==> src/hdl/trm_pkg.sv <==
// Package for the timestamp rate meter: widths, codes, controller states
// and the divider status bundle. No dependencies.
`timescale 1ns / 1ps

package trm_pkg;

  localparam int COUNT_BITS    = 20;
  localparam int FRACTION_BITS = 8;
  localparam int TS_W          = 64;
  localparam int TPS_W         = 30;
  localparam int FREQ_W        = 58;
  localparam int INTERVALS_W   = 20;

  localparam int PROD_W    = COUNT_BITS + TPS_W;
  localparam int NUM_W     = PROD_W + FRACTION_BITS;
  localparam int DIV_W     = (NUM_W > FREQ_W) ? NUM_W : FREQ_W;
  localparam int DIV_CNT_W = $clog2(DIV_W);

  localparam int APB_ADDR_W = 3;
  localparam int APB_DATA_W = 32;
  localparam int REG_IDX_W  = APB_ADDR_W - 2;

  localparam logic [REG_IDX_W-1:0] REG_TPS   = '0;
  localparam logic [TPS_W-1:0]     TPS_RESET = TPS_W'(1000000000);

  localparam logic [COUNT_BITS-1:0] COUNT_MAX     = '1;
  localparam logic [DIV_W-1:0]      FREQ_MAX      = DIV_W'({FREQ_W{1'b1}});
  localparam logic [31:0]           INTERVALS_MAX = 32'({INTERVALS_W{1'b1}});

  typedef enum logic {
    OP_SAMPLE = 1'b0,
    OP_REPORT = 1'b1
  } op_e;

  typedef enum logic [2:0] {
    ST_IDLE,
    ST_ADD,
    ST_MUL,
    ST_DIV,
    ST_OUT
  } state_e;

  typedef struct packed {
    logic busy;
    logic done;
  } div_stat_t;

  // Clamp the window count to the width of the reported interval field.
  function automatic logic [INTERVALS_W-1:0] sat_intervals(input logic [COUNT_BITS-1:0] c);
    logic [INTERVALS_W-1:0] r;
    if (32'(c) > INTERVALS_MAX) begin
      r = '1;
    end else begin
      r = INTERVALS_W'(c);
    end
    return r;
  endfunction

endpackage

==> src/hdl/trm_apb.sv <==
// APB configuration register block holding ticks_per_second.
// Depends on trm_pkg.
`timescale 1ns / 1ps

module trm_apb
  import trm_pkg::*;
(
  input  logic                  clk_i,
  input  logic                  rst_ni,
  input  logic                  psel,
  input  logic                  penable,
  input  logic                  pwrite,
  input  logic [APB_ADDR_W-1:0] paddr,
  input  logic [APB_DATA_W-1:0] pwdata,
  output logic [APB_DATA_W-1:0] prdata,
  output logic                  pready,
  output logic [TPS_W-1:0]      tps_o
);

  logic [TPS_W-1:0]     tps_q;
  logic [REG_IDX_W-1:0] reg_idx;
  logic                 wr_en;

  assign pready  = 1'b1;
  assign reg_idx = paddr[APB_ADDR_W-1:2];
  assign wr_en   = psel && penable && pwrite && pready;

  always_ff @(posedge clk_i or negedge rst_ni) begin
    if (!rst_ni) begin
      tps_q <= TPS_RESET;
    end else if (wr_en && (reg_idx == REG_TPS)) begin
      tps_q <= pwdata[TPS_W-1:0];
    end
  end

  assign prdata = (reg_idx == REG_TPS) ? APB_DATA_W'(tps_q) : '0;
  assign tps_o  = tps_q;

endmodule

==> config.mk <==
export PLATFORM = sky130hd
export DESIGN_NAME = trm_apb
export DESIGN_NICKNAME = d
export VERILOG_FILES = /design/src/hdl/trm_pkg.sv /design/src/hdl/trm_apb.sv
export SDC_FILE = /design/constraint.sdc
export NUM_CORES = 1
export LEC_CHECK = 0
export ABC_AREA = 1
export BUFFER_PORTS_ARGS = -buffer_cell sky130_fd_sc_hd__buf_4
export CAP_MARGIN = 25
export CORE_UTILIZATION = 41
export CTS_CLUSTER_SIZE = 24
export DETAILED_ROUTE_END_ITERATION = 12
export PLACE_DENSITY = 0.79
export SLEW_MARGIN = 40
export SYNTH_ARGS = -nofsm -noshare
export SYNTH_HDL_FRONTEND = slang
export SYNTH_SLANG_ARGS = --single-unit
==> constraint.sdc <==
create_clock -name clk_i -period 1.05 [get_ports clk_i]
set_clock_uncertainty 0.05 [all_clocks]
set_input_delay 0.1575 -clock clk_i [delete_from_list [all_inputs] [get_ports clk_i]]
set_output_delay 0.1575 -clock clk_i [all_outputs]
set_load 0.005 [all_outputs]
==> results.toml, run 1 <==
[status]
outcome = "finished with violations"
violations = "negative setup slack"

[synthesis]
syn_inst = 202
synth_area_mm2 = 0.00150
synth_seq_cells = 30
yosysWarnings = 0
synthTopCellsByCount = "nand2_1, inv_1, nand3_1, nor2_1, dfrtp_1"
synthArstFlopShare = 1.00
synth_most_common_cell = "nand2_1"
synth_seq_area_share = 0.510
synth_top_cell_by_area = "dfrtp_1"
synth_edf_count = 0
avgSynthCellArea_um2 = 7.45
yosysUniqueCellTypes = 13
synth_top_area_share = 0.283
ys.flop_type = "dfrtp_1"
synthTopCellsByArea = "dfrtp_1, dfstp_2, nand2_1"

[floorplan]
die_h_um = 62.6
io_pins = 103
core_mm2 = 0.00342
die_w_um = 62.6
start_util = 0.440
dieArea_mm2 = 0.00391
placementRows = 21

[timing]
fmax_ghz = 0.705
setup_slack_ps = -369
layout_min_cycle_time_ps = 1420
finalSetupViolCount = 60
slew_violations = 0
finalSetupTns_ps = -9870
hold_viol = 0
post-route-period-util = 1.35
rsz0062_at_grt = "yes"

[detailed_routing]
dr_wl_met3_um = 321
wl_met1_um = 1880
vias_per_cell = 4.54
routed_wirelength_um = 5140
met2_length_um = 2740
post_drt_wl_per_cell_um = 13.1
dr.pass1.iters = 4
top_layer = "met4"
drt-initial-drc-count = 77
detail-route-antenna-nets = 0
drc_errors = 0
vias = 1775

[hold_path]
hold_depth = 3
min_path_type = "in -> reg"

[finish]
syn_to_final_growth_pct = 89.9
largest_reg_flops = 30
drive_above_1_share = 0.496
finalNetCount = 385
antenna_cells = 0

[grt]
track_usage = 0.237
antenna_found_initial = 0
overflow = 0
grt_pass1_vias = 1679
grt_pass1_wl_um = 7250
grt_max_degree = 31

[placement]
port_buffers = 95
place.gp.congestion = 0.721
pre_cts_ws_ps = 36.9
hpwl_um = 2940

[clocking]
cts_root_buf = "clkbuf_4"
clk_pin_slew_ps = 90
clock_latency_ps = 320
htree_num_levels = 2
cts_tree = "done"
cts_buffer_depth = 2
clock-sinks = 30
numCtsBuffers = 5

[setup_path]
critPathMaxFanout = 3
start_kind = "register"
worstSetupPathType = "reg -> out"
endpoint_kind = "output port"
crit_required_ps = 840
reg2regPathDepth = 5
worstPathArrival_ps = 1210

[power]
powerDensity_mw_per_mm2 = 1430
power.static_leakage_nw = 1.61
ir_worst_vdd_v = 0.000842

[flow_run]
cap_violations = 0
## routing by layer
| layer | vias up | track usage |
|---|---|---|
| met4 | 0 | 0.128 |
| met2 | 84 | 0.420 |
| met1 | 800 | 0.252 |
| li1 | 869 | - |
| met5 | - | 0 |
| met3 | 22 | 0.0693 |
## timing repair
action,CTS,global route
gates resized for setup,28,30
hold buffers,10,0
cloned,0,0
setup endpoints to repair,60,60
hold endpoints to repair,28,0
buffers inserted,20,13
pin swaps,11,11
## where the power goes
part / leakage [nW] / internal (W) / switching (W)
Sequential: 0.350 / 0.00144 / 0.000204
Clock: 0.0254 / 0.000252 / 0.000379
Combinational: 1.23 / 0.00116 / 0.000649
Total: 1.61 / 0.00286 / 0.00123
## worst paths after layout
check	startpoint	to	slack (ps)
hold / removal	pwdata[23]	tps_o[23]	0.8
setup reg to reg	tps_o[9]	tps_o[9]	0
hold reg to reg	tps_o[27]	tps_o[27]	430
max in group asynchronous	rst_ni	tps_o[27]	390
setup / recovery	tps_o[19]	prdata[19]	-370
min in group asynchronous	rst_ni	tps_o[16]	240
## layout make-up
type / instances / area [um^2]
clock buffer: 7 / 45.0
fill: 200 / 559
inverter: 32 / 120
multi-input combinational: 126 / 531
sequential: 30 / 767
tap: 46 / 57.6
timing repair buffer: 150 / 1340
## stage by stage
step	hold slack, ps	instances	total power (W)	area, um^2	utilization
6_report	0.833	391	0.00409	2860	0.836
5_1_grt	5.62	391	0.00433	2860	0.836
2_1_floorplan	-188	203	0.00202	1510	-
4_1_cts	1.27	378	0.00376	2670	0.781
3_5_place_dp	56.0	341	0.00276	2280	0.666
3_3_place_gp	50.8	341	0.00271	2280	0.666
## layout by cell type (no fill, tap or decap)
master / n
buf_12: 1
nand2_1: 61
dlygate4sd3_1: 10
inv_2: 7
clkbuf_4: 5
nand2_2: 1
inv_1: 25
buf_6: 46
buf_4: 93
nor2_2: 4
nor2_4: 1
dfrtp_1: 17
dfstp_2: 13
conb_1: 3
clkbuf_1: 2
nand3_1: 30
nor2_1: 26
## worst max-delay path, cell delays in order (launching register included)
cell and delay (ps):
dfstp_2 560, inv_1 40, nor2_1 140, buf_4 140
## cell families (layout without fill, tap and decap cells)
group / count (synthesis) / in the layout / synth area share
simple gates: 123 / 123 / 0.335
flops: 30 / 30 / 0.510
buf+inv: 47 / 189 / 0.150
other cells: 2 / 3 / 0.00499
(Power assumes the default switching activity.)
==> run 2, diff against run 1 <==
==> constraint.sdc (replaced) <==
create_clock -name clk_i -period 1.05 [get_ports clk_i]
set_clock_uncertainty 0.05 [all_clocks]
set_input_delay 0.1575 -clock clk_i [delete_from_list [all_inputs] [get_ports clk_i]]
set_output_delay 0.1575 -clock clk_i [all_outputs]
set_load 0.05 [all_outputs]
==> run 2 against run 1 <==
Compared with the run above:
- combinational power rose by 92%
- first-iteration DRC count rose by 3.9%
- critical path type unchanged
- critical path depth did not move
- highest routed layer unchanged
- the run ends with negative hold slack, negative setup slack left
==> results.toml, run 2 (synthesis results as in run 1) <==
[status]
outcome = "finished with violations"
violations = "negative hold slack, negative setup slack"

[floorplan]
dieArea_mm2 = 0.00391
io_pins = 103
die_w_um = 62.6
core_mm2 = 0.00342
die_h_um = 62.6
start_util = 0.440
placementRows = 21

[grt]
grt_max_degree = 31
grt_pass1_vias = 1841
track_usage = 0.285
antenna_found_initial = 0
overflow = 0
grt_pass1_wl_um = 8470

[placement]
pre_cts_ws_ps = -22.4
place.gp.congestion = 0.768
post_dp_cell_area_mm2 = 0.00258
hpwl_um = 3130
port_buffers = 95

[clocking]
htree_num_levels = 2
cts_tree = "done"
cts_root_buf = "clkbuf_4"
clock-sinks = 30
clock_latency_ps = 330
numCtsBuffers = 5
cts_buffer_depth = 2
clk_pin_slew_ps = 90

[timing]
post-route-period-util = 1.37
setup_slack_ps = -385
slew_violations = 0
finalSetupViolCount = 60
layout_min_cycle_time_ps = 1440
finalSetupTns_ps = -13240
rsz0062_at_grt = "yes"
finalHoldWorstSlack_ps = -7.56
fmax_ghz = 0.697
hold_viol = 3

[flow_run]
cap_violations = 0

[finish]
final_core_util = 0.929
largest_reg_flops = 30
finalInstanceArea_mm2 = 0.00317
finalNetCount = 370
final_common_cell = "nand2_1"
final_cell_mix = "nand2_1, buf_4, buf_6"
syn_to_final_growth_pct = 111
antenna_cells = 0
drive_above_1_share = 0.677

[power]
power.share.switching = 0.473
comb_power_share = 0.591
power.static_leakage_nw = 1.57
intPower_w = 0.00309
power.share.clock = 0.113
p_seq_frac = 0.296
p_sw_w = 0.00278
powerDensity_mw_per_mm2 = 1850
ir_worst_vdd_v = 0.00131

[hold_path]
min_path_type = "in -> reg"

[detailed_routing]
dr.pass1.iters = 4
vias_per_cell = 5.05
detail-route-antenna-nets = 0
drc_errors = 0
post_drt_wl_per_cell_um = 17.8
drt-initial-drc-count = 80
routed_wirelength_um = 6690
vias = 1905

[setup_path]
crit_required_ps = 840
worstSetupPathType = "reg -> out"
critPathMaxFanout = 2
cp_slowest_cell = "dfstp_2"
start_kind = "register"
worstPathArrival_ps = 1230
crit_path_max_incr_delay_ps = 560
endpoint_kind = "output port"
path_cells = "inv_2 -> nor2_4 -> buf_8"
==> run 2: cell count changes in the layout (fill, tap and decap cells not counted), moves of 23 or more <==
cell,delta
inv_1,-23
nor2_4,+29
buf_8,+25
nor2_1,-26
inv_2,+23
buf_4,-39
==> run 2: power groups by stage <==
stage                     logic [W]  registers [W]  clock network (W)
after global routing        0.00359        0.00176           0.000715
after global placement      0.00272        0.00167                  0
final                       0.00347        0.00174           0.000666
after detailed placement    0.00276        0.00168                  0
after CTS                   0.00318        0.00170           0.000658
after floorplan             0.00111        0.00247                  0
==> run 2: layer usage <==
metal,GRT usage,share of wire
met5,0,0
met4,0.122,0.055
met3,0.0894,0.068
met2,0.530,0.55
met1,0.290,0.33
==> run 2: worst paths after layout <==
check                      startpoint          to  slack [ps]  depth (start not counted)
min in group asynchronous      rst_ni   tps_o[12]         220                          2
hold / removal             pwdata[27]   tps_o[27]          -8                          3
hold reg to reg             tps_o[27]   tps_o[27]         440                          2
setup reg to reg            tps_o[11]   tps_o[11]          20                          4
max in group asynchronous      rst_ni   tps_o[19]         400                          2
setup / recovery            tps_o[11]  prdata[11]        -390                          3
==> run 2: through the flow <==
| step | total power, W | cells |
|---|---|---|
| final | 0.00587 | 377 |
| after global routing | 0.00606 | 377 |
| after CTS | 0.00553 | 368 |
| after detailed placement | 0.00444 | 347 |
| after global placement | 0.00439 | 347 |
| after floorplan | 0.00358 | 203 |
==> run 2: repair_timing <==
action,CTS,global route
resized for setup,78,18
endpoints found under the hold margin,37,0
endpoints found under the setup margin,60,60
pin swaps,22,10
hold buffers,8,0
setup buffers,5,9
==> run 2: layout make-up <==
class	count	area, um^2
Timing Repair Buffer	135	1420
Tap cell	46	57.6
Fill cell	115	241
Multi-Input combinational cell	126	741
Sequential cell	30	788
Clock buffer	8	48.8
Inverter	32	120
==> run 2: critical path, delay by kind of cell, from the launching register on <==
family / cells / cell delay, ps
buffers and inverters: 2 / 200
flip-flops: 1 / 560
AND/OR/NAND/NOR: 1 / 120
