==> src/hdl/trm_pkg.sv <==
// Package for the timestamp rate meter: widths, codes, controller states
// and the divider status bundle. No dependencies.
`timescale 1ns / 1ps

package trm_pkg;

  localparam int COUNT_BITS    = 20;
  localparam int FRACTION_BITS = 8;
  localparam int TS_W          = 64;
  localparam int TPS_W         = 30;
  localparam int FREQ_W        = 58;
  localparam int INTERVALS_W   = 20;

  localparam int PROD_W    = COUNT_BITS + TPS_W;
  localparam int NUM_W     = PROD_W + FRACTION_BITS;
  localparam int DIV_W     = (NUM_W > FREQ_W) ? NUM_W : FREQ_W;
  localparam int DIV_CNT_W = $clog2(DIV_W);

  localparam int APB_ADDR_W = 3;
  localparam int APB_DATA_W = 32;
  localparam int REG_IDX_W  = APB_ADDR_W - 2;

  localparam logic [REG_IDX_W-1:0] REG_TPS   = '0;
  localparam logic [TPS_W-1:0]     TPS_RESET = TPS_W'(1000000000);

  localparam logic [COUNT_BITS-1:0] COUNT_MAX     = '1;
  localparam logic [DIV_W-1:0]      FREQ_MAX      = DIV_W'({FREQ_W{1'b1}});
  localparam logic [31:0]           INTERVALS_MAX = 32'({INTERVALS_W{1'b1}});

  typedef enum logic {
    OP_SAMPLE = 1'b0,
    OP_REPORT = 1'b1
  } op_e;

  typedef enum logic [2:0] {
    ST_IDLE,
    ST_ADD,
    ST_MUL,
    ST_DIV,
    ST_OUT
  } state_e;

  typedef struct packed {
    logic busy;
    logic done;
  } div_stat_t;

  // Clamp the window count to the width of the reported interval field.
  function automatic logic [INTERVALS_W-1:0] sat_intervals(input logic [COUNT_BITS-1:0] c);
    logic [INTERVALS_W-1:0] r;
    if (32'(c) > INTERVALS_MAX) begin
      r = '1;
    end else begin
      r = INTERVALS_W'(c);
    end
    return r;
  endfunction

endpackage

==> src/hdl/trm_div.sv <==
// Restoring divider, one quotient bit per cycle, for the rate computation.
// Depends on trm_pkg.
`timescale 1ns / 1ps

module trm_div
  import trm_pkg::*;
(
  input  logic             clk_i,
  input  logic             rst_ni,
  input  logic             start_i,
  input  logic [DIV_W-1:0] num_i,
  input  logic [TS_W-1:0]  den_i,
  output logic [DIV_W-1:0] quot_o,
  output div_stat_t        stat_o
);

  logic                 busy_q;
  logic                 done_q;
  logic [DIV_CNT_W-1:0] cnt_q;
  logic [TS_W-1:0]      rem_q;
  logic [TS_W-1:0]      rem_d;
  logic [TS_W-1:0]      den_q;
  logic [DIV_W-1:0]     nq_q;
  logic [DIV_W-1:0]     nq_d;
  logic [TS_W:0]        shifted;
  logic [TS_W+1:0]      diff;
  logic                 ge;

  // The numerator shifts out at the top while quotient bits shift in below.
  always_comb begin
    shifted = {rem_q, nq_q[DIV_W-1]};
    diff    = {1'b0, shifted} - {2'b00, den_q};
    ge      = !diff[TS_W+1];
    rem_d   = ge ? diff[TS_W-1:0] : shifted[TS_W-1:0];
    nq_d    = {nq_q[DIV_W-2:0], ge};
  end

  always_ff @(posedge clk_i or negedge rst_ni) begin
    if (!rst_ni) begin
      busy_q <= 1'b0;
      done_q <= 1'b0;
      cnt_q  <= '0;
    end else begin
      done_q <= 1'b0;
      if (start_i) begin
        busy_q <= 1'b1;
        cnt_q  <= DIV_CNT_W'(DIV_W - 1);
      end else if (busy_q) begin
        cnt_q <= cnt_q - 1'b1;
        if (cnt_q == '0) begin
          busy_q <= 1'b0;
          done_q <= 1'b1;
        end
      end
    end
  end

  always_ff @(posedge clk_i) begin
    if (start_i) begin
      rem_q <= '0;
      nq_q  <= num_i;
      den_q <= den_i;
    end else if (busy_q) begin
      rem_q <= rem_d;
      nq_q  <= nq_d;
    end
  end

  assign quot_o      = nq_q;
  assign stat_o.busy = busy_q;
  assign stat_o.done = done_q;

endmodule
==> config.mk <==
export PLATFORM = sky130hd
export DESIGN_NAME = trm_div
export DESIGN_NICKNAME = d
export VERILOG_FILES = /design/src/hdl/trm_pkg.sv /design/src/hdl/trm_div.sv
export SDC_FILE = /design/constraint.sdc
export NUM_CORES = 1
export LEC_CHECK = 0
export BUFFER_PORTS_ARGS = -buffer_cell sky130_fd_sc_hd__buf_4
export CORE_MARGIN = 8
export CORE_UTILIZATION = 52
export CTS_CLUSTER_DIAMETER = 60
export DETAILED_ROUTE_END_ITERATION = 8
export GPL_TIMING_DRIVEN = 0
export PLACE_DENSITY_LB_ADDON = 0.08
export SYNTH_ARGS = -nofsm -noshare
export SYNTH_HDL_FRONTEND = slang
export SYNTH_SLANG_ARGS = --single-unit
export TNS_END_PERCENT = 100
==> constraint.sdc <==
create_clock -name clk_i -period 3.2 [get_ports clk_i]
set_input_delay 0.48 -clock clk_i [delete_from_list [all_inputs] [get_ports clk_i]]
set_output_delay 0.48 -clock clk_i [all_outputs]
set_load 0.005 [all_outputs]
==> results of run 1 <==
-- where the power goes --
group	internal, mW	switching (mW)
Combinational	0.443	0.430
Sequential	2.83	0.0746
Clock	1.11	1.04
Total	4.38	1.55
-- cell type report --
| cell class | count | area, µm² | share of cell area |
|---|---|---|---|
| clock buffer | 19 | 433 | 0.0282 |
| inverter | 81 | 304 | 0.0198 |
| clock inverter | 13 | 146 | 0.00953 |
| tap | 280 | 350 | 0.0228 |
| multi-input combinational | 838 | 6540 | 0.425 |
| timing repair buffer | 248 | 2060 | 0.134 |
| sequential | 194 | 5150 | 0.335 |
| buffer | 53 | 392 | 0.0255 |
-- cells in the final DEF (no fill, tap or decap), types with 19 or more instances in the layout --
| master | n |
|---|---|
| a21o_1 | 25 |
| edfxtp_1 | 122 |
| inv_1 | 77 |
| xnor2_1 | 32 |
| nand2_1 | 102 |
| buf_4 | 232 |
| a211oi_2 | 26 |
| nor2_1 | 97 |
| o21ai_1 | 24 |
| dfxtp_1 | 63 |
| o21ai_2 | 31 |
| ha_1 | 52 |
| clkbuf_1 | 37 |
| a21oi_1 | 64 |
| mux2_2 | 59 |
| a211oi_1 | 19 |
| xor2_1 | 28 |
| o21ai_0 | 38 |
| clkbuf_16 | 22 |
-- flip-flops by register name, indices dropped and copies added, names as in the netlist --
name,flops
busy_q,1
cnt_q,6
den_q,64
done_q,1
quot_o,58
rem_q,64
-- final timing paths --
check | from | to | slack [ns]
max in group asynchronous | rst_ni | busy_q | 2.65
min reg2reg | rem_q[45] | rem_q[45] | 0.48
min in group asynchronous | rst_ni | cnt_q[3] | 0.41
min | den_i[22] | den_q[22] | 0.21
max | quot_o[57] | rem_q[58] | -0.41
max reg2reg | quot_o[57] | rem_q[58] | -0.41
-- worst max-delay path, delay by kind of cell, from the launching register on --
kind	cells	cell delay, ns
compound gates	9	1.72
fa+ha+maj	2	0.53
flops	1	0.49
buf+inv	3	0.26
simple gates	2	0.26
xor+xnor	1	0.20
-- layer usage --
metal | GRT usage | share of wire | up-vias
met1 | 0.292 | 0.41 | 4713
met2 | 0.381 | 0.48 | 411
met5 | 0 | 0 | -
li1 | - | - | 4740
met3 | 0.0682 | 0.089 | 67
met4 | 0.0760 | 0.025 | 0
-- what timing repair did --
| item | CTS | global route |
|---|---|---|
| setup buffers | 27 | 31 |
| endpoints found under the hold margin | 8 | 0 |
| cloned | 1 | 5 |
| endpoints found under the setup margin | 108 | 65 |
| hold buffers | 1 | 0 |
| resized for setup | 96 | 205 |
| pin swaps | 54 | 68 |
-- cells by family (layout without fill, tap and decap cells) --
kind of cell,after synthesis,after routing,synth area share
fa+ha+maj,67,67,0.0745
flops,194,194,0.453
xor+xnor,63,63,0.0486
mux,75,75,0.0726
compound gates,327,327,0.185
buf+inv,139,414,0.0487
simple gates,306,306,0.118
==> results_dict.tcl, run 1 <==
set metrics [dict create \
    rsz0062_at_grt "true" \
    clockBufferDepth 2 \
    hold_class "input port to flop" \
    cts-buffers-inserted 17 \
    worst_pin_slew_ns 1.08 \
    slew_headroom 0.277 \
    drcViolationCount 0 \
    timing.hold.ws_ns 0.209 \
    critPathRequiredTime_ns 3.53 \
    finalNetCount 1625 \
    fill_cells 1642 \
    cts_tree "built" \
    yosys.area.top_type "edfxtp_1" \
    via_per_inst 5.75 \
    p_leak_nw 6.47 \
    synth_cell_types 67 \
    die_w_um 164 \
    netlist.area_leader.share 0.323 \
    synthTopCellsByCount "128 x nand2_1, 122 x edfxtp_1, 98 x nor2_1, 90 x o21ai_0, 81 x inv_1" \
    coreArea_mm2 0.0216 \
    final.min_clock_period_ns 3.61 \
    powerDensity_mw_per_mm2 386 \
    grt_first_pass_wirelength_um 50100 \
    grt_usage 0.233 \
    critPathCaptureType "flop" \
    crit_path_start_kind "flop" \
    status "finished with violations" \
    final-instance-count-excl-fill 1726 \
    die_area_mm2 0.0268 \
    vdd_drop_max_v 0.000369 \
    fin_util 0.711 \
    setup_slack_ns -0.407 \
    ys_seq_area_frac 0.453 \
    die_h_um 164 \
    cp_slowest_cell "edfxtp_1" \
    crit_chain "inv_1, ha_2, inv_2, fa_2, a21o_1, nand4_1, a21o_1, buf_6, a31oi_4, a211oi_4, o31ai_4, o2111ai_4, nand2b_1, a31oi_1, xor2_1, a21oi_2, a22o_1" \
    routedWlPerCell_um 19.2 \
    hold_depth 1 \
    firstDrtPassIters 5 \
    violations "negative setup slack" \
    worstPathArrival_ns 3.93 \
    ys_ff_latch 194 \
    synth_edf_count 122 \
    syn-cell-area_mm2 0.0114 \
    dpl.cell_count 1636 \
    clk_pin_slew_ns 0.08 \
    clock-sinks 194 \
    overflow 0 \
    wl_um 33200 \
    gp_congestion 0.935 \
    fin_skew_ns 0.0155 \
    root_buffer "clkbuf_16" \
    postPlaceCellArea_mm2 0.0131 \
    finalSetupViolations 61 \
    fin_tns_setup_ns -10.90 \
    n_antenna_cell 0 \
    drive_gt1_frac 0.356 \
    antenna_found_initial 0 \
    final_area_mm2 0.0154 \
    syn_inst 1171 \
    io_pins 185 \
    area_growth_pct 35.3 \
    reg2reg_depth 17 \
    avgSynthCellArea_um2 9.70 \
    hold_violations 0 \
    rows 54 \
    maxCapViolations 0 \
    path_class "flop to flop" \
    slowest_delay_ns 0.49 \
    place.port_buffers 184 \
    htree_levels 4 \
    synthArstFlopShare 0.0412 \
    vias 9931 \
    grt_max_degree 68 \
    first_global_vias 9788 \
    finalMaxSlewViolations 0 \
    place_ws_ns -0.815 \
    totalPowerFinal_mw 5.93 \
    syn_nets 1363 \
    clkLatencyLatePin_ns 0.44 \
    drtIter0Drc 656 \
    yosys_warnings 0 \
    crit_fanout 3 \
    fin_crit_sh 1.13 \
    synth.most_common_cell "nand2_1" \
    start_util 0.525 \
    antenna_left 0 \
    cpMostUsedCell "a21o_1" \
    fmax_mhz 277 \
    dp.final_hpwl_um 22300 \
    ys.flop_type "edfxtp_1" \
    ys_top_cells_by_area "edfxtp_1 32%, dfxtp_1 11%, ha_1 7.3%" \
]
Note: power is estimated with default switching activity, not from simulation.
==> run 2: changes to the inputs <==
Settings changed: CORE_MARGIN 8 to 5.
==> run 2 against run 1 <==
Net effect: the flow still finishes with violations (negative setup slack); maximum frequency up 1.1%; critical path depth up 1; core utilization down 0.20 points; non-clock buffer count up 2; critical endpoint is now rem_q[56].
==> results_dict.tcl, run 2 (synthesized netlist as in run 1, its figures left out) <==
set metrics [dict create \
    maxCapViolations 0 \
    fmax_mhz 280 \
    critPathCaptureType "flop" \
    totalPowerFinal_mw 5.92 \
    clkLatencyLatePin_ns 0.45 \
    root_buffer "clkbuf_16" \
    via_per_inst 5.74 \
    endpoint "rem_q[56]" \
    crit_fanout 3 \
    r2r_setup_slack_ns -0.37 \
    rows 54 \
    dpl.cell_count 1636 \
    final_area_mm2 0.0154 \
    hold_depth 1 \
    p_leak_nw 6.43 \
    routed-wl-met3_um 2870 \
    dr_wl_met2_um 15100 \
    r2r_end "rem_q[56]" \
    violations "negative setup slack" \
    r2r_start "quot_o[57]" \
    status "finished with violations" \
    grt_max_degree 68 \
    timing.hold.ws_ns 0.205 \
    finalNetCount 1627 \
    antenna_left 0 \
    drtIter0Drc 661 \
    antenna_found_initial 0 \
    hold_violations 0 \
    n_antenna_cell 0 \
    postPlaceCellArea_mm2 0.0131 \
    finalSetupViolations 65 \
    fin_skew_ns 0.0194 \
    drcViolationCount 0 \
    fin_crit_sh 1.11 \
    powerDensity_mw_per_mm2 385 \
    drive_gt1_frac 0.346 \
    grt_first_pass_wirelength_um 49100 \
    place.port_buffers 184 \
    die_w_um 158 \
    hold_class "input port to flop" \
    slew_headroom 0.359 \
    vias 9911 \
    critPathRequiredTime_ns 3.53 \
    crit_path_start_kind "flop" \
    path_class "flop to flop" \
    final.min_clock_period_ns 3.57 \
    fin_util 0.709 \
    final-instance-count-excl-fill 1728 \
    overflow 0 \
    die_area_mm2 0.0249 \
    area_growth_pct 35.3 \
    worstPathArrival_ns 3.90 \
    die_h_um 158 \
    setup_slack_ns -0.367 \
    start_util 0.524 \
    grt_usage 0.246 \
    reg2reg_depth 18 \
    wl_um 32400 \
    dp.final_hpwl_um 21500 \
    cts_tree "built" \
    clk_pin_slew_ns 0.09 \
    worst_pin_slew_ns 0.962 \
    first_global_vias 9714 \
    top_layer_used "met4" \
    routedWlPerCell_um 18.8 \
    finalMaxSlewViolations 0 \
    clock-sinks 194 \
    rsz0062_at_grt "true" \
    vdd_drop_max_v 0.000330 \
    wl_met1_um 13500 \
    gp_congestion 0.941 \
    firstDrtPassIters 6 \
    htree_levels 4 \
    cts-buffers-inserted 17 \
    cp-startpoint "quot_o[57]" \
    clockBufferDepth 2 \
    coreArea_mm2 0.0217 \
    final_common_cell "buf_4" \
    mostFrequentLayoutCells "225 x buf_4, 122 x edfxtp_1, 108 x nand2_1" \
    io_pins 185 \
]
==> run 2: cell types whose count changed in the layout (fill, tap and decap cells not counted), sizes merged <==
| cell | change |
|---|---|
| clkinvlp | -2 |
| inv | +1 |
| clkinv | +3 |
| bufinv | -1 |
| bufbuf | -1 |
| buf | +3 |
| clkbuf | -1 |
==> run 2: repair_timing <==
item                                    4_1_cts  5_1_grt
buffers inserted                             30       29
pin swaps                                    62       60
endpoints found under the setup margin       65       83
hold buffers                                  1        0
gates resized for setup                     110      175
cloned                                        3        5
hold endpoints to repair                      8        0
==> run 2: per-layer routing <==
layer,vias to the layer above,global-route usage
met3,75,0.0686
met2,428,0.388
met4,0,0.0844
met5,-,0
li1,4750,-
met1,4658,0.329
==> run 2: worst min-delay path by stage <==
| stage | startpoint | end | slack [ns] |
|---|---|---|---|
| after floorplan | rst_ni | busy_q | 0.18 |
| after global placement | rst_ni | done_q | 0.31 |
| final | den_i[21] | den_q[21] | 0.20 |
| after detailed placement | rst_ni | done_q | 0.31 |
| after global routing | den_i[21] | den_q[21] | 0.19 |
| after CTS | den_i[21] | den_q[21] | 0.19 |
==> run 2: power breakdown <==
part           switching [mW]  internal (mW)
clock                    1.09           1.06
combinational           0.426          0.447
sequential             0.0733           2.83
total                    1.59           4.33
==> run 2: final cells by class <==
class,count,area (µm²)
well taps,280,350
clock inverters,14,164
multi-input cells,838,6490
inverters,81,304
clock buffers,18,429
fillers,1638,6320
flip-flops and latches,194,5140
plain buffers,53,380
repair buffers,250,2110
==> run 2: worst max-delay path, cell delays in order, from the launching register on <==
cell and delay [ns]:
edfxtp_1 0.49, inv_2 0.08, ha_4 0.18, inv_2 0.06
fa_2 0.20, a21o_1 0.14, nand4_1 0.16, a21o_1 0.26
o21a_4 0.23, nor4_2 0.12, nand3b_1 0.22, buf_4 0.15
a41o_1 0.22, nand3_2 0.13, a31oi_4 0.22, buf_4 0.14
xor2_1 0.13, mux2i_1 0.09, a211oi_1 0.26
==> run 2: stage by stage <==
stage	setup WS [ns]	setup TNS (ns)
3_5_place_dp	-0.886	-46.59
6_report	-0.367	-14.51
3_3_place_gp	-1.45	-109.68
2_1_floorplan	0.0265	0
5_1_grt	-0.550	-23.87
4_1_cts	-0.257	-2.16
==> run 3: changes to the inputs <==
Settings changed: SETUP_SLACK_MARGIN from default to 0.2.
==> run 3 against run 2 <==
Net effect: the run still ends with negative setup slack left; total power increased by 1.6%; worst setup slack better by 0.054 ns; critical endpoint is now rem_q[62]; die area unchanged; count of clock-buffer cells in the layout did not move; core utilization up 1.8 points; flip-flop and latch count is the same; cell area increased by 2.6%; maximum frequency is 1.5% higher; register-to-register slack improved by 0.05 ns; combinational power rose by 3.2%.
==> results_dict.tcl, run 3 (synthesized netlist as in run 1, its figures left out) <==
set metrics [dict create \
    status "finished with violations" \
    violations "negative setup slack" \
    totalPowerFinal_mw 6.01 \
    coreArea_mm2 0.0217 \
    die_w_um 158 \
    r2r_setup_slack_ns -0.31 \
    seqPwrFrac 0.483 \
    mostFrequentLayoutCells "240 x buf_4, 122 x edfxtp_1, 102 x nand2_1" \
    p_comb_frac 0.150 \
    clkLatencyLatePin_ns 0.46 \
    fin_util 0.727 \
    die_area_mm2 0.0249 \
    drcViolationCount 0 \
    worst_pin_slew_ns 0.965 \
    first_global_vias 9915 \
    p_leak_nw 6.64 \
    slew_headroom 0.356 \
    fill_cells 1544 \
    drtIter0Drc 736 \
    antenna_found_initial 0 \
    vdd_drop_max_v 0.000398 \
    htree_levels 4 \
    pwr-share-clk 0.367 \
    timing.hold.ws_ns 0.191 \
    antenna_left 0 \
    clock-sinks 194 \
    final_area_mm2 0.0158 \
    routedWlPerCell_um 19.7 \
    die_h_um 158 \
    postPlaceCellArea_mm2 0.0132 \
    crit_fanout 3 \
    fin_skew_ns 0.0216 \
    place.port_buffers 184 \
    drive_gt1_frac 0.375 \
    wl_um 34700 \
    via_per_inst 5.89 \
    final.min_clock_period_ns 3.51 \
    powerDensity_mw_per_mm2 381 \
    fmax_mhz 285 \
    hold_violations 0 \
    cts_tree "built" \
    rsz0062_at_grt "true" \
    crit_path_start_kind "flop" \
    place_ws_ns -0.554 \
    fin_crit_sh 1.10 \
    finalNetCount 1657 \
    power.internal_mw 4.35 \
    root_buffer "clkbuf_16" \
    clk_pin_slew_ns 0.09 \
    p_sw_frac 0.276 \
    finalMaxSlewViolations 0 \
    maxCapViolations 0 \
    path_class "flop to flop" \
    grt_first_pass_wirelength_um 51000 \
    vias 10400 \
    grt_max_degree 68 \
    clockBufferDepth 2 \
    p_switching_mw 1.66 \
    critPathRequiredTime_ns 3.56 \
    setup_slack_ns -0.313 \
    grt_usage 0.257 \
    rows 54 \
    cts-buffers-inserted 17 \
    worstPathArrival_ns 3.88 \
    area_growth_pct 38.9 \
    finalSetupViolations 65 \
    n_antenna_cell 0 \
    critPathCaptureType "flop" \
    dp.final_hpwl_um 22200 \
    start_util 0.524 \
    final_common_cell "buf_4" \
    gp_congestion 0.942 \
    hold_class "input port to flop" \
    firstDrtPassIters 5 \
    overflow 0 \
    io_pins 185 \
]
run 3: changes by cell type in the layout (fill, tap and decap cells not counted), sizes merged:
cell	previous run	this run
clkinvlp	1	0
inv	88	86
clkinv	6	9
buf	261	288
clkbuf	59	62
run 3: per-stage QoR:
step / std cells / setup TNS [ns]
after floorplan: 1171 / 0
after global placement: 1635 / -114.97
after detailed placement: 1636 / -53.38
after CTS: 1725 / -1.65
after global routing: 1758 / -18.89
final: 1758 / -12.22
run 3: routing by layer:
| layer | vias up | track usage | routed length (µm) |
|---|---|---|---|
| met2 | 474 | 0.408 | 16100 |
| met3 | 90 | 0.0752 | 3160 |
| met1 | 4973 | 0.337 | 14200 |
| met5 | - | 0 | 0 |
| li1 | 4813 | - | - |
| met4 | 0 | 0.0901 | 1140 |
run 3: worst paths after layout:
check | from | end | cells after the start
worst min register to register | rem_q[45] | rem_q[45] | 2
worst min-delay path | den_i[37] | den_q[37] | 1
worst max register to register | quot_o[57] | rem_q[62] | 17
worst max-delay path | quot_o[57] | rem_q[62] | 17
max in group asynchronous | rst_ni | cnt_q[1] | 2
min in group asynchronous | rst_ni | done_q | 2
run 3: what timing repair did:
item / in CTS / in global routing
cloned: 4 / 4
endpoints found under the setup margin: 104 / 65
hold buffers: 1 / 0
pin swaps: 57 / 56
setup buffers: 52 / 29
gates resized for setup: 161 / 152
endpoints found under the hold margin: 8 / 0
run 3: layout make-up:
class | instances | area, µm² | area share
timing repair buffer | 275 | 2360 | 0.150
clock inverter | 14 | 188 | 0.0119
inverter | 81 | 304 | 0.0193
multi-input combinational | 838 | 6540 | 0.415
tap | 280 | 350 | 0.0222
buffer | 58 | 452 | 0.0286
sequential | 194 | 5140 | 0.326
clock buffer | 18 | 429 | 0.0272
run 3: worst max-delay path: stages, from the launching register on:
cell	delay (ns)
edfxtp_1	0.44
inv_1	0.10
ha_2	0.20
inv_2	0.05
fa_2	0.37
a21o_1	0.20
nand4_1	0.13
a21o_1	0.24
a31oi_4	0.15
a211oi_4	0.35
o31ai_4	0.12
o2111ai_2	0.20
buf_4	0.16
a21oi_4	0.07
a31oi_2	0.15
xnor2_1	0.15
mux2i_1	0.10
a211oi_1	0.23
run 3: power groups by stage:
stage / Sequential, mW / Clock (mW) / Combinational, mW
floorplan: 2.95 / 0 / 0.407
global placement: 2.95 / 0 / 0.759
detailed placement: 2.96 / 0 / 0.773
CTS: 2.90 / 2.23 / 0.841
global route: 2.92 / 2.33 / 0.975
finish: 2.90 / 2.21 / 0.901
